[src/vfcm_pkg.sv]
// ----------------------------------------------------------------------------
// vfcm_pkg
// Shared types and constants of the voxel face culling mesher: action and
// register codes, face codes, controller states and the command/status
// structs between controller and datapath.
// ----------------------------------------------------------------------------
package vfcm_pkg;

    // Input actions
    typedef enum logic [1:0] {
        ACT_CLEAR = 2'd0,
        ACT_WRITE = 2'd1,
        ACT_START = 2'd2,
        ACT_QUERY = 2'd3
    } t_action;

    // Configuration register indexes
    localparam logic [1:0] CFG_SIZE_X = 2'd0;
    localparam logic [1:0] CFG_SIZE_Y = 2'd1;
    localparam logic [1:0] CFG_SIZE_Z = 2'd2;
    localparam logic [1:0] CFG_SCALE  = 2'd3;

    localparam int CFG_DATA_W = 16;
    localparam int SIZE_W     = 6;
    localparam int POS_W      = 5;
    localparam int COORD_W    = 21;
    localparam int VTX_W      = 16;
    localparam int FACES      = 6;
    localparam int FACE_W     = 3;

    localparam logic [SIZE_W-1:0]     SIZE_RST  = 6'd32;
    localparam logic [CFG_DATA_W-1:0] SCALE_RST = 16'd256;
    localparam logic [VTX_W-1:0]      VTX_STEP  = 16'd4;

    // Face order: back (-z), front (+z), bottom (-y), top (+y), left (-x), right (+x)
    localparam int FACE_BACK   = 0;
    localparam int FACE_FRONT  = 1;
    localparam int FACE_BOTTOM = 2;
    localparam int FACE_TOP    = 3;
    localparam int FACE_LEFT   = 4;
    localparam int FACE_RIGHT  = 5;

    // Row read selector: center row, z-1, z+1, y-1, y+1
    typedef enum logic [2:0] {
        RD_CTR = 3'd0,
        RD_ZM  = 3'd1,
        RD_ZP  = 3'd2,
        RD_YM  = 3'd3,
        RD_YP  = 3'd4
    } t_rd_sel;

    typedef enum logic [2:0] {
        ST_CLEAR  = 3'd0,
        ST_IDLE   = 3'd1,
        ST_WR_RD  = 3'd2,
        ST_WR_WB  = 3'd3,
        ST_Q_RD   = 3'd4,
        ST_Q_WAIT = 3'd5,
        ST_Q_EMIT = 3'd6
    } t_state;

    typedef struct packed {
        logic    latch;        // capture input word
        logic    vc_clear;     // vertex counter to zero
        logic    sweep_init;   // restart clearing sweep
        logic    sweep_write;  // write zero row, advance sweep
        logic    rd_en;        // read one occupancy row
        t_rd_sel rd_sel;
        logic    wb;           // write back modified row
        logic    emit;         // load output register with next face
    } t_dp_cmd;

    typedef struct packed {
        logic in_range;    // input position inside used extent
        logic sweep_done;  // sweep at last row
        logic pending;     // visible faces remain
        logic out_free;    // output register can load
        logic last_pick;   // face being picked is the last one
    } t_dp_sts;

endpackage

[src/vfcm_ctrl.sv]
// ----------------------------------------------------------------------------
// vfcm_ctrl
// Controller: sequences clearing sweep, voxel read-modify-write, the five
// row reads of a query and the emission of visible faces.
// ----------------------------------------------------------------------------
module vfcm_ctrl
    import vfcm_pkg::*;
(
    input  logic       i_clk,
    input  logic       i_rst_n,
    input  logic       i_valid,
    input  logic [1:0] i_action,
    input  t_dp_sts    i_sts,
    output logic       o_stall,
    output t_dp_cmd    o_cmd
);

    t_state  r_state, n_state;
    t_rd_sel r_step,  n_step;

    always_ff @(posedge i_clk) begin
        if (!i_rst_n) begin
            r_state <= ST_CLEAR;
            r_step  <= RD_CTR;
        end else begin
            r_state <= n_state;
            r_step  <= n_step;
        end
    end

    always_comb begin
        n_state = r_state;
        n_step  = r_step;
        o_cmd   = '0;
        o_cmd.rd_sel = RD_CTR;
        o_stall = (r_state != ST_IDLE);

        unique case (r_state)
            ST_CLEAR: begin
                o_cmd.sweep_write = 1'b1;
                if (i_sts.sweep_done) begin
                    n_state = ST_IDLE;
                end
            end
            ST_IDLE: begin
                if (i_valid) begin
                    o_cmd.latch = 1'b1;
                    unique case (i_action)
                        ACT_CLEAR: begin
                            o_cmd.vc_clear   = 1'b1;
                            o_cmd.sweep_init = 1'b1;
                            n_state          = ST_CLEAR;
                        end
                        ACT_WRITE: begin
                            if (i_sts.in_range) begin
                                n_state = ST_WR_RD;
                            end
                        end
                        ACT_START: begin
                            o_cmd.vc_clear = 1'b1;
                        end
                        ACT_QUERY: begin
                            if (i_sts.in_range) begin
                                n_state = ST_Q_RD;
                                n_step  = RD_CTR;
                            end
                        end
                        default: ;
                    endcase
                end
            end
            ST_WR_RD: begin
                o_cmd.rd_en  = 1'b1;
                o_cmd.rd_sel = RD_CTR;
                n_state      = ST_WR_WB;
            end
            ST_WR_WB: begin
                o_cmd.wb = 1'b1;
                n_state  = ST_IDLE;
            end
            ST_Q_RD: begin
                o_cmd.rd_en  = 1'b1;
                o_cmd.rd_sel = r_step;
                unique case (r_step)
                    RD_CTR:  n_step = RD_ZM;
                    RD_ZM:   n_step = RD_ZP;
                    RD_ZP:   n_step = RD_YM;
                    RD_YM:   n_step = RD_YP;
                    RD_YP:   n_state = ST_Q_WAIT;
                    default: n_state = ST_Q_WAIT;
                endcase
            end
            ST_Q_WAIT: begin
                // last row lands in the datapath this cycle
                n_state = ST_Q_EMIT;
            end
            ST_Q_EMIT: begin
                if (!i_sts.pending) begin
                    n_state = ST_IDLE;
                end else if (i_sts.out_free) begin
                    o_cmd.emit = 1'b1;
                    if (i_sts.last_pick) begin
                        n_state = ST_IDLE;
                    end
                end
            end
            default: n_state = ST_IDLE;
        endcase
    end

endmodule

[config.mk]
export PLATFORM = sky130hd
export DESIGN_NAME = vfcm_ctrl
export DESIGN_NICKNAME = d
export VERILOG_FILES = /design/src/vfcm_pkg.sv /design/src/vfcm_ctrl.sv
export SDC_FILE = /design/constraint.sdc
export NUM_CORES = 1
export LEC_CHECK = 0
export BUFFER_PORTS_ARGS = -buffer_cell sky130_fd_sc_hd__buf_2
export CORE_AREA = 2 2 39 41
export CTS_CLUSTER_DIAMETER = 100
export DETAILED_ROUTE_END_ITERATION = 10
export DIE_AREA = 0 0 41 43
export PLACE_DENSITY_LB_ADDON = 0.2
export SKIP_LAST_GASP = 1
export SLEW_MARGIN = 20
export SYNTH_ARGS = -nofsm -noshare
export SYNTH_HDL_FRONTEND = slang
export SYNTH_SLANG_ARGS = --single-unit
export TNS_END_PERCENT = 30
[constraint.sdc]
create_clock -name i_clk -period 1.4 [get_ports i_clk]
set_clock_uncertainty 0.15 [all_clocks]
set_input_delay 0.07 -clock i_clk [delete_from_list [all_inputs] [get_ports i_clk]]
set_output_delay 0.07 -clock i_clk [all_outputs]
set_load 0.03 [all_outputs]
==> results of run 1 <==
## per-stage QoR
step / setup WS, ps / setup TNS [ps] / instances / hold slack (ps) / power (mW)
5_1_grt: -225 / -2470 / 111 / 58.7 / 0.607
3_5_place_dp: -52.7 / -52.7 / 100 / 243 / 0.367
4_1_cts: -134 / -803 / 109 / 24.5 / 0.560
2_1_floorplan: -114 / -152 / 57 / 57.8 / 0.294
6_report: -166 / -1320 / 111 / 36.1 / 0.568
3_3_place_gp: -14.0 / -14.0 / 100 / 236 / 0.365
## repair_timing
item	in CTS	in global routing
pin swaps	2	3
hold buffers	3	0
gates resized for setup	10	11
setup buffers	3	2
endpoints found under the setup margin	13	17
cloned	0	0
endpoints found under the hold margin	3	0
## layer usage
metal / vias up / routed length (microns)
met2: 12 / 741
met4: 0 / 23
met3: 4 / 61
met5: - / 0
met1: 274 / 482
li1: 282 / -
## placed cells by master (no fill, tap or decap), types with 2 or more instances in the layout
cell type,synthesis,layout
buf_2,0,15
buf_4,1,14
nor2_1,6,5
a21oi_1,5,5
inv_1,4,4
nand3b_1,4,4
buf_6,1,4
and3_1,3,3
nand2_1,3,3
clkbuf_4,0,3
dlygate4sd3_1,0,3
dfxtp_4,0,3
dfxtp_1,6,3
a21o_1,2,2
o211ai_1,2,2
## cells by family after synthesis
group | count (synthesis) | synth area share
flip-flops | 6 | 0.268
AO/OA/AOI/OAI | 14 | 0.204
multiplexers | 1 | 0.0223
buffers and inverters | 7 | 0.0866
XOR/XNOR | 1 | 0.0196
AND/OR/NAND/NOR | 28 | 0.399
## report_power, final
| group | switching, mW | leakage, nW | total, mW | internal [mW] |
|---|---|---|---|---|
| sequential | 0.00832 | 0.0508 | 0.185 | 0.177 |
| clock | 0.0677 | 0.0138 | 0.165 | 0.0973 |
| combinational | 0.111 | 0.308 | 0.218 | 0.108 |
## flip-flops by register name, summed over array words and instances, names as in the netlist
name / flops
r_state: 3
r_step: 3
## critical path, cell delays in order, from the launching register on
cell,delay [ps]
dfxtp_4,360
nor3b_4,240
nand2_2,100
buf_6,130
nor3_4,90
buf_4,180
## path summary, 6_finish.rpt
| kind | slack [ps] | cells after the start | to | start |
|---|---|---|---|---|
| setup / recovery | -170 | 5 | o_cmd[7] | r_state[2]$_SDFFE_PN0P_ |
| hold / removal | 40 | 3 | r_state[0]$_SDFFE_PN0P_ | i_sts[0] |
| setup reg to reg | -150 | 6 | r_step[1]$_SDFFE_PN0P_ | r_state[2]$_SDFFE_PN0P_ |
| hold reg to reg | 340 | 2 | r_step[2]$_SDFFE_PN0P_ | r_step[2]$_SDFFE_PN0P_ |
## area by class of cell
cell class                 instances  share of cell area
clock buffer                       3              0.0288
sequential                         6               0.168
multi-input combinational         44               0.399
timing repair buffer              37               0.353
tap                               16              0.0256
inverter                           5              0.0256
==> summary.md, run 1 <==
| Metric | Value |
|---|---|
| Pwr per Cell Area | `728 nW/um^2` |
| Clock sink total | `6` |
| Initial antenna violation count | `0` |
| Storage element area | `approximately 130 sq um` |
| GR Layer Usage met2 | `0.275` |
| GRT overflow | `0` |
| Gr busiest metal | `met2` |
| Worst-path fanout max | `3` |
| CTS Root Buffer Type | `clkbuf_4` |
| Post-synth EDFFs | `0` |
| Share of the synthesized area in the top cell type | `0.268` |
| CTS tree | `built` |
| Met1 Track Usage GR | `0.153` |
| Leakage | `between 0.3 and 0.4 nW` |
| Share of cells above drive strength 1 | `0.505` |
| # setup viols final | `16` |
| Antenna diodes | `0` |
| Mean Syn Cell Area | `~7.9 sq um` |
| Total wire length | `1.31 mm` |
| Skew-Pair Late Insertion Delay | `250 ps` |
| Synth-to-Final Area Change | `74.3%` |
| Peak supply drop | `0.455 mV` |
| Routed Antenna Nets | `0` |
| Largest area contributor in the netlist | `dfxtp_1` |
| Minimum clock period after layout | `1570 ps` |
| Ys flop type | `dfxtp_1` |
| Footprint of the multi-input gates | `slightly above 300 sq um` |
| Maxcap violations | `0` |
| Critical Path AT | `1350 ps` |
| Cell variety after synth | `30` |
| FMAX | `638 MHz` |
| Worst hold-check path type | `primary input to flip-flop` |
| CTS Buf Count | `3` |
| Initial Utilization | `0.324` |
| Ports | `21` |
| Vias per inst | `between 5 and 6` |
| CTS clk-pin slew, worst paths | `around 50 ps` |
| Die area | `1760 sq um` |
| Number of global-route vias before repair | `just under 500` |
| Router iterations before antenna repair | `3` |
| Nets@finish | `107` |
| DRT iter0 DRCs | `4` |
| Most frequent cells after synthesis | `6 x dfxtp_1, 6 x nor2_1, 5 x a21oi_1, 4 x inv_1, 4 x nand3b_1` |
| Crit Path Class | `flip-flop to primary output` |
| Row cnt | `14` |
| Die Width | `just over 40 microns` |
| FILL cells | `133` |
| Placed cell area | `622 sq um` |
| Synth async-reset ratio | `0` |
| Final instance area | `just under 800 sq um` |
| Core outline area | `1380 sq um` |
| Max Root-Sink Buffers | `2` |
| Wire length per cell | `roughly 12 microns` |
| DRC Markers | `0` |
| Max-Slew Margin vs Limit | `0.834` |
| Failing checks | `setup timing` |
| Syn Nets | `67` |
| Outcome | `finished, violations left` |
| Endpoints failing hold | `0` |
| RSZ-0062 raised after global routing | `yes` |
| #FFs+latches synth | `6` |
| Slew @ Worst Pin | `248 ps` |
| Post-Syn Instances | `57` |
| Die H | `roughly 43 microns` |
| Worst setup margin | `-166 ps` |
| Mapped cell area | `448 sq um` |
| Finished Core Util | `0.564` |
| GRT met3 Usage | `0.0942` |
| Max-slew violations | `0` |
| Port Buffers | `20` |
| Via count | `572` |
| Startpoint Class | `flip-flop` |
| First-pass GRT wire length | `1.88 mm` |
| Register area share after synthesis | `0.268` |
| CP required | `1180 ps` |
| Syn. warnings | `0` |
| CTS H-tree lvls | `1` |
| RePlAce Congestion | `0.735` |
| HPWL Detailed | `939 microns` |
| Synth area leaders | `dfxtp_1 27%, nand3b_1 6.7%, a21oi_1 5.6%` |
| Crit end category | `primary output` |
| GRT Util Overall | `0.163` |
| Final Cycle Share | `1.12` |
| Largest net degree at the start of global routing | `7` |
Power figures use the tool's default switching activity.
==> run 2: changes to the inputs <==
--- a/config.mk
+++ b/config.mk
@@ -5,6 +5,7 @@
 export SDC_FILE = /design/constraint.sdc
 export NUM_CORES = 1
 export LEC_CHECK = 0
+export ABC_AREA = 1
 export BUFFER_PORTS_ARGS = -buffer_cell sky130_fd_sc_hd__buf_2
 export CORE_AREA = 2 2 39 41
 export CTS_CLUSTER_DIAMETER = 100
==> run 2 against run 1 <==
- the flow still finishes with violations (setup timing)
- power grew to 2.7 times the previous value
- non-clock buffer count is 3 lower
- sequential power is 54% higher
- sequential share of layout area is 2.2 points lower
- global-route usage is 2.1 points higher
- via count is 22% higher
- count of clock-buffer cells in the layout stayed put
- die area stayed put
- core utilization is 5.9 points higher
- maximum frequency is 7.1% higher
- combinational power grew to 5.1 times the previous value
- largest power group unchanged
==> summary.md, run 2 <==
| Metric | Value |
|---|---|
| Fin Hold WS | `between 150 and 200 ps` |
| Initial Utilization | `0.381` |
| Router iterations before antenna repair | `4` |
| Total wire length | `1.50 mm` |
| Register area share after synthesis | `0.228` |
| Post-Syn Instances | `90` |
| RSZ-0062 raised after global routing | `yes` |
| # setup viols final | `10` |
| Ports | `21` |
| Final Non-Filler Cells | `141` |
| Vias per inst | `4.93` |
| Startpoint Class | `flip-flop` |
| Largest area contributor in the netlist | `dfxtp_1` |
| Commonest non-fill, non-tap cells in the layout | `16 x nor2_1, 15 x nand2_1, 14 x buf_2, 12 x buf_4, 9 x inv_1` |
| Setup_tns | `-355 ps` |
| Mapped cell area | `527 sq um` |
| CTS Root Buffer Type | `clkbuf_4` |
| Failing checks | `setup timing` |
| Mux share of post-synthesis cell area | `0` |
| #FFs+latches synth | `6` |
| GRT Util Overall | `0.184` |
| Most common library cell in the layout ignoring fill and taps | `nor2_1` |
| Worst slack at placement | `-9.94 ps` |
| Die H | `43 microns` |
| Synth async-reset ratio | `0` |
| Crit Path Class | `flip-flop to primary output` |
| Share of cells above drive strength 1 | `0.504` |
| Endpoints failing hold | `0` |
| DRC Markers | `0` |
| Peak supply drop | `0.688 mV` |
| Synth area leaders | `dfxtp_1 23%, nor2_1 14%, nand2_1 11%` |
| Minimum clock period after layout | `roughly 1500 ps` |
| Port Buffers | `20` |
| CTS H-tree lvls | `1` |
| Synth-to-Final Area Change | `63.7%` |
| Count leader, synth | `nor2_1` |
| First-pass GRT wire length | `2.24 mm` |
| Critical Path AT | `~1200 ps` |
| Placed Instances | `133` |
| Outcome | `finished, violations left` |
| Clock sink total | `6` |
| Max-Slew Margin vs Limit | `0.855` |
| Number of global-route vias before repair | `631` |
| FILL cells | `128` |
| Routed Antenna Nets | `0` |
| Mean Syn Cell Area | `5.85 sq um` |
| Cell variety after synth | `18` |
| Nets@finish | `137` |
| CTS clk-pin slew, worst paths | `40 ps` |
| Die area | `roughly 1800 sq um` |
| Max-slew violations | `0` |
| Worst-path fanout max | `5` |
| CP required | `approximately 1200 ps` |
| Storage element area | `126 sq um` |
| Share of the synthesized area in the top cell type | `0.228` |
| Leakage | `0.449 nW` |
| Skew-Pair Late Insertion Delay | `230 ps` |
| Post-synth EDFFs | `0` |
| RePlAce Congestion | `0.789` |
| Syn. warnings | `0` |
| Most frequent cells after synthesis | `19 x nor2_1, 16 x nand2_1, 9 x inv_1, 8 x nand3_1, 6 x dfxtp_1` |
| Worst hold-check path type | `primary input to flip-flop` |
| Pwr per Cell Area | `1800 nW/um^2` |
| Via count | `between 600 and 700` |
| Compound-cell area share of the yosys netlist | `0.0855` |
| Top Registers | `r_state x3, r_step x3` |
| Slew @ Worst Pin | `216 ps` |
| Largest family of logic cells by synthesized area | `simple AND/OR/NAND/NOR gates` |
| Row cnt | `14` |
| HPWL Detailed | `around 1.1 mm` |
| FMAX | `684 MHz` |
| Antenna diodes | `0` |
| Post-synthesis simple-gate area fraction | `0.551` |
| CTS tree | `built` |
| XOR/XNOR Fraction of Synth Area | `0` |
| Maxcap violations | `0` |
| Wire length per cell | `10.6 microns` |
| Syn Nets | `100` |
| GRT overflow | `0` |
| Die Width | `41 microns` |
| Final Cycle Share | `1.04` |
| Largest net degree at the start of global routing | `7` |
| Worst setup margin | `-62.1 ps` |
| Core outline area | `1380 sq um` |
| Initial antenna violation count | `0` |
| Crit end category | `primary output` |
| Ys flop type | `dfxtp_1` |
| Footprint of the multi-input gates | `approximately 400 sq um` |
| Max Root-Sink Buffers | `2` |
| Post-synthesis adder-cell area fraction | `0` |
| CTS Buf Count | `3` |
| DRT iter0 DRCs | `13` |
-- run 2: changes by cell type after synthesis, moves of 5 or more --
cell     before  now
inv_1         4    9
inv_2         0    5
nand2_1       3   16
nand3_1       1    8
nor2_1        6   19
-- run 2: final timing paths --
path	startpoint	end	slack, ps	cells past startpoint
max reg2reg	r_state[0]$_SDFFE_PN0P_	r_state[2]$_SDFFE_PN0P_	-30	9
min	i_sts[4]	r_step[2]$_SDFFE_PN0P_	170	6
max	r_state[0]$_SDFFE_PN0P_	o_cmd[3]	-60	5
min reg2reg	r_step[1]$_SDFFE_PN0P_	r_step[1]$_SDFFE_PN0P_	340	2
-- run 2: logic make-up after synthesis --
group | count (synthesis)
AOI/OAI and AO/OA | 9
buffers and inverters | 16
DFF | 6
and+or+nand+nor | 59
-- run 2: per-stage QoR --
stage	instance area [sq um]	util	total power, mW
finish	862	0.623	1.56
global route	862	0.623	1.68
CTS	813	0.588	1.46
detailed placement	707	0.511	1.15
global placement	707	0.511	1.15
floorplan	538	-	0.900
-- run 2: power breakdown --
group | total (mW) | internal (mW) | leakage [nW] | switching [mW]
registers | 0.285 | 0.228 | 0.0504 | 0.0573
logic | 1.12 | 0.472 | 0.385 | 0.647
clock network | 0.151 | 0.0965 | 0.0138 | 0.0548
-- run 2: metal layers --
metal | routed length (microns) | part of all wire | global-route usage
met3 | 57 | 0.038 | 0.0785
met5 | 0 | 0 | 0
met2 | 849 | 0.57 | 0.334
met4 | 0 | 0 | 0.0333
met1 | 588 | 0.39 | 0.182
-- run 2: repair_timing --
item | in CTS | in global routing
pin swaps | 3 | 3
setup endpoints to repair | 11 | 15
endpoints found under the hold margin | 6 | 0
buffers inserted | 5 | 0
hold buffers | 1 | 0
resized for setup | 15 | 15
-- run 2: worst max-delay path, stage by stage (launching register included) --
cell and delay (ps):
dfxtp_4 360, buf_6 120, nor2_4 160, nand2_4 110, nor2_4 120, buf_6 140
-- run 2: layout make-up --
cell class	count	area share
well taps	16	0.0232
clock buffers	3	0.0261
multi-input cells	68	0.453
flip-flops and latches	6	0.147
repair buffers	34	0.284
inverters	14	0.0668
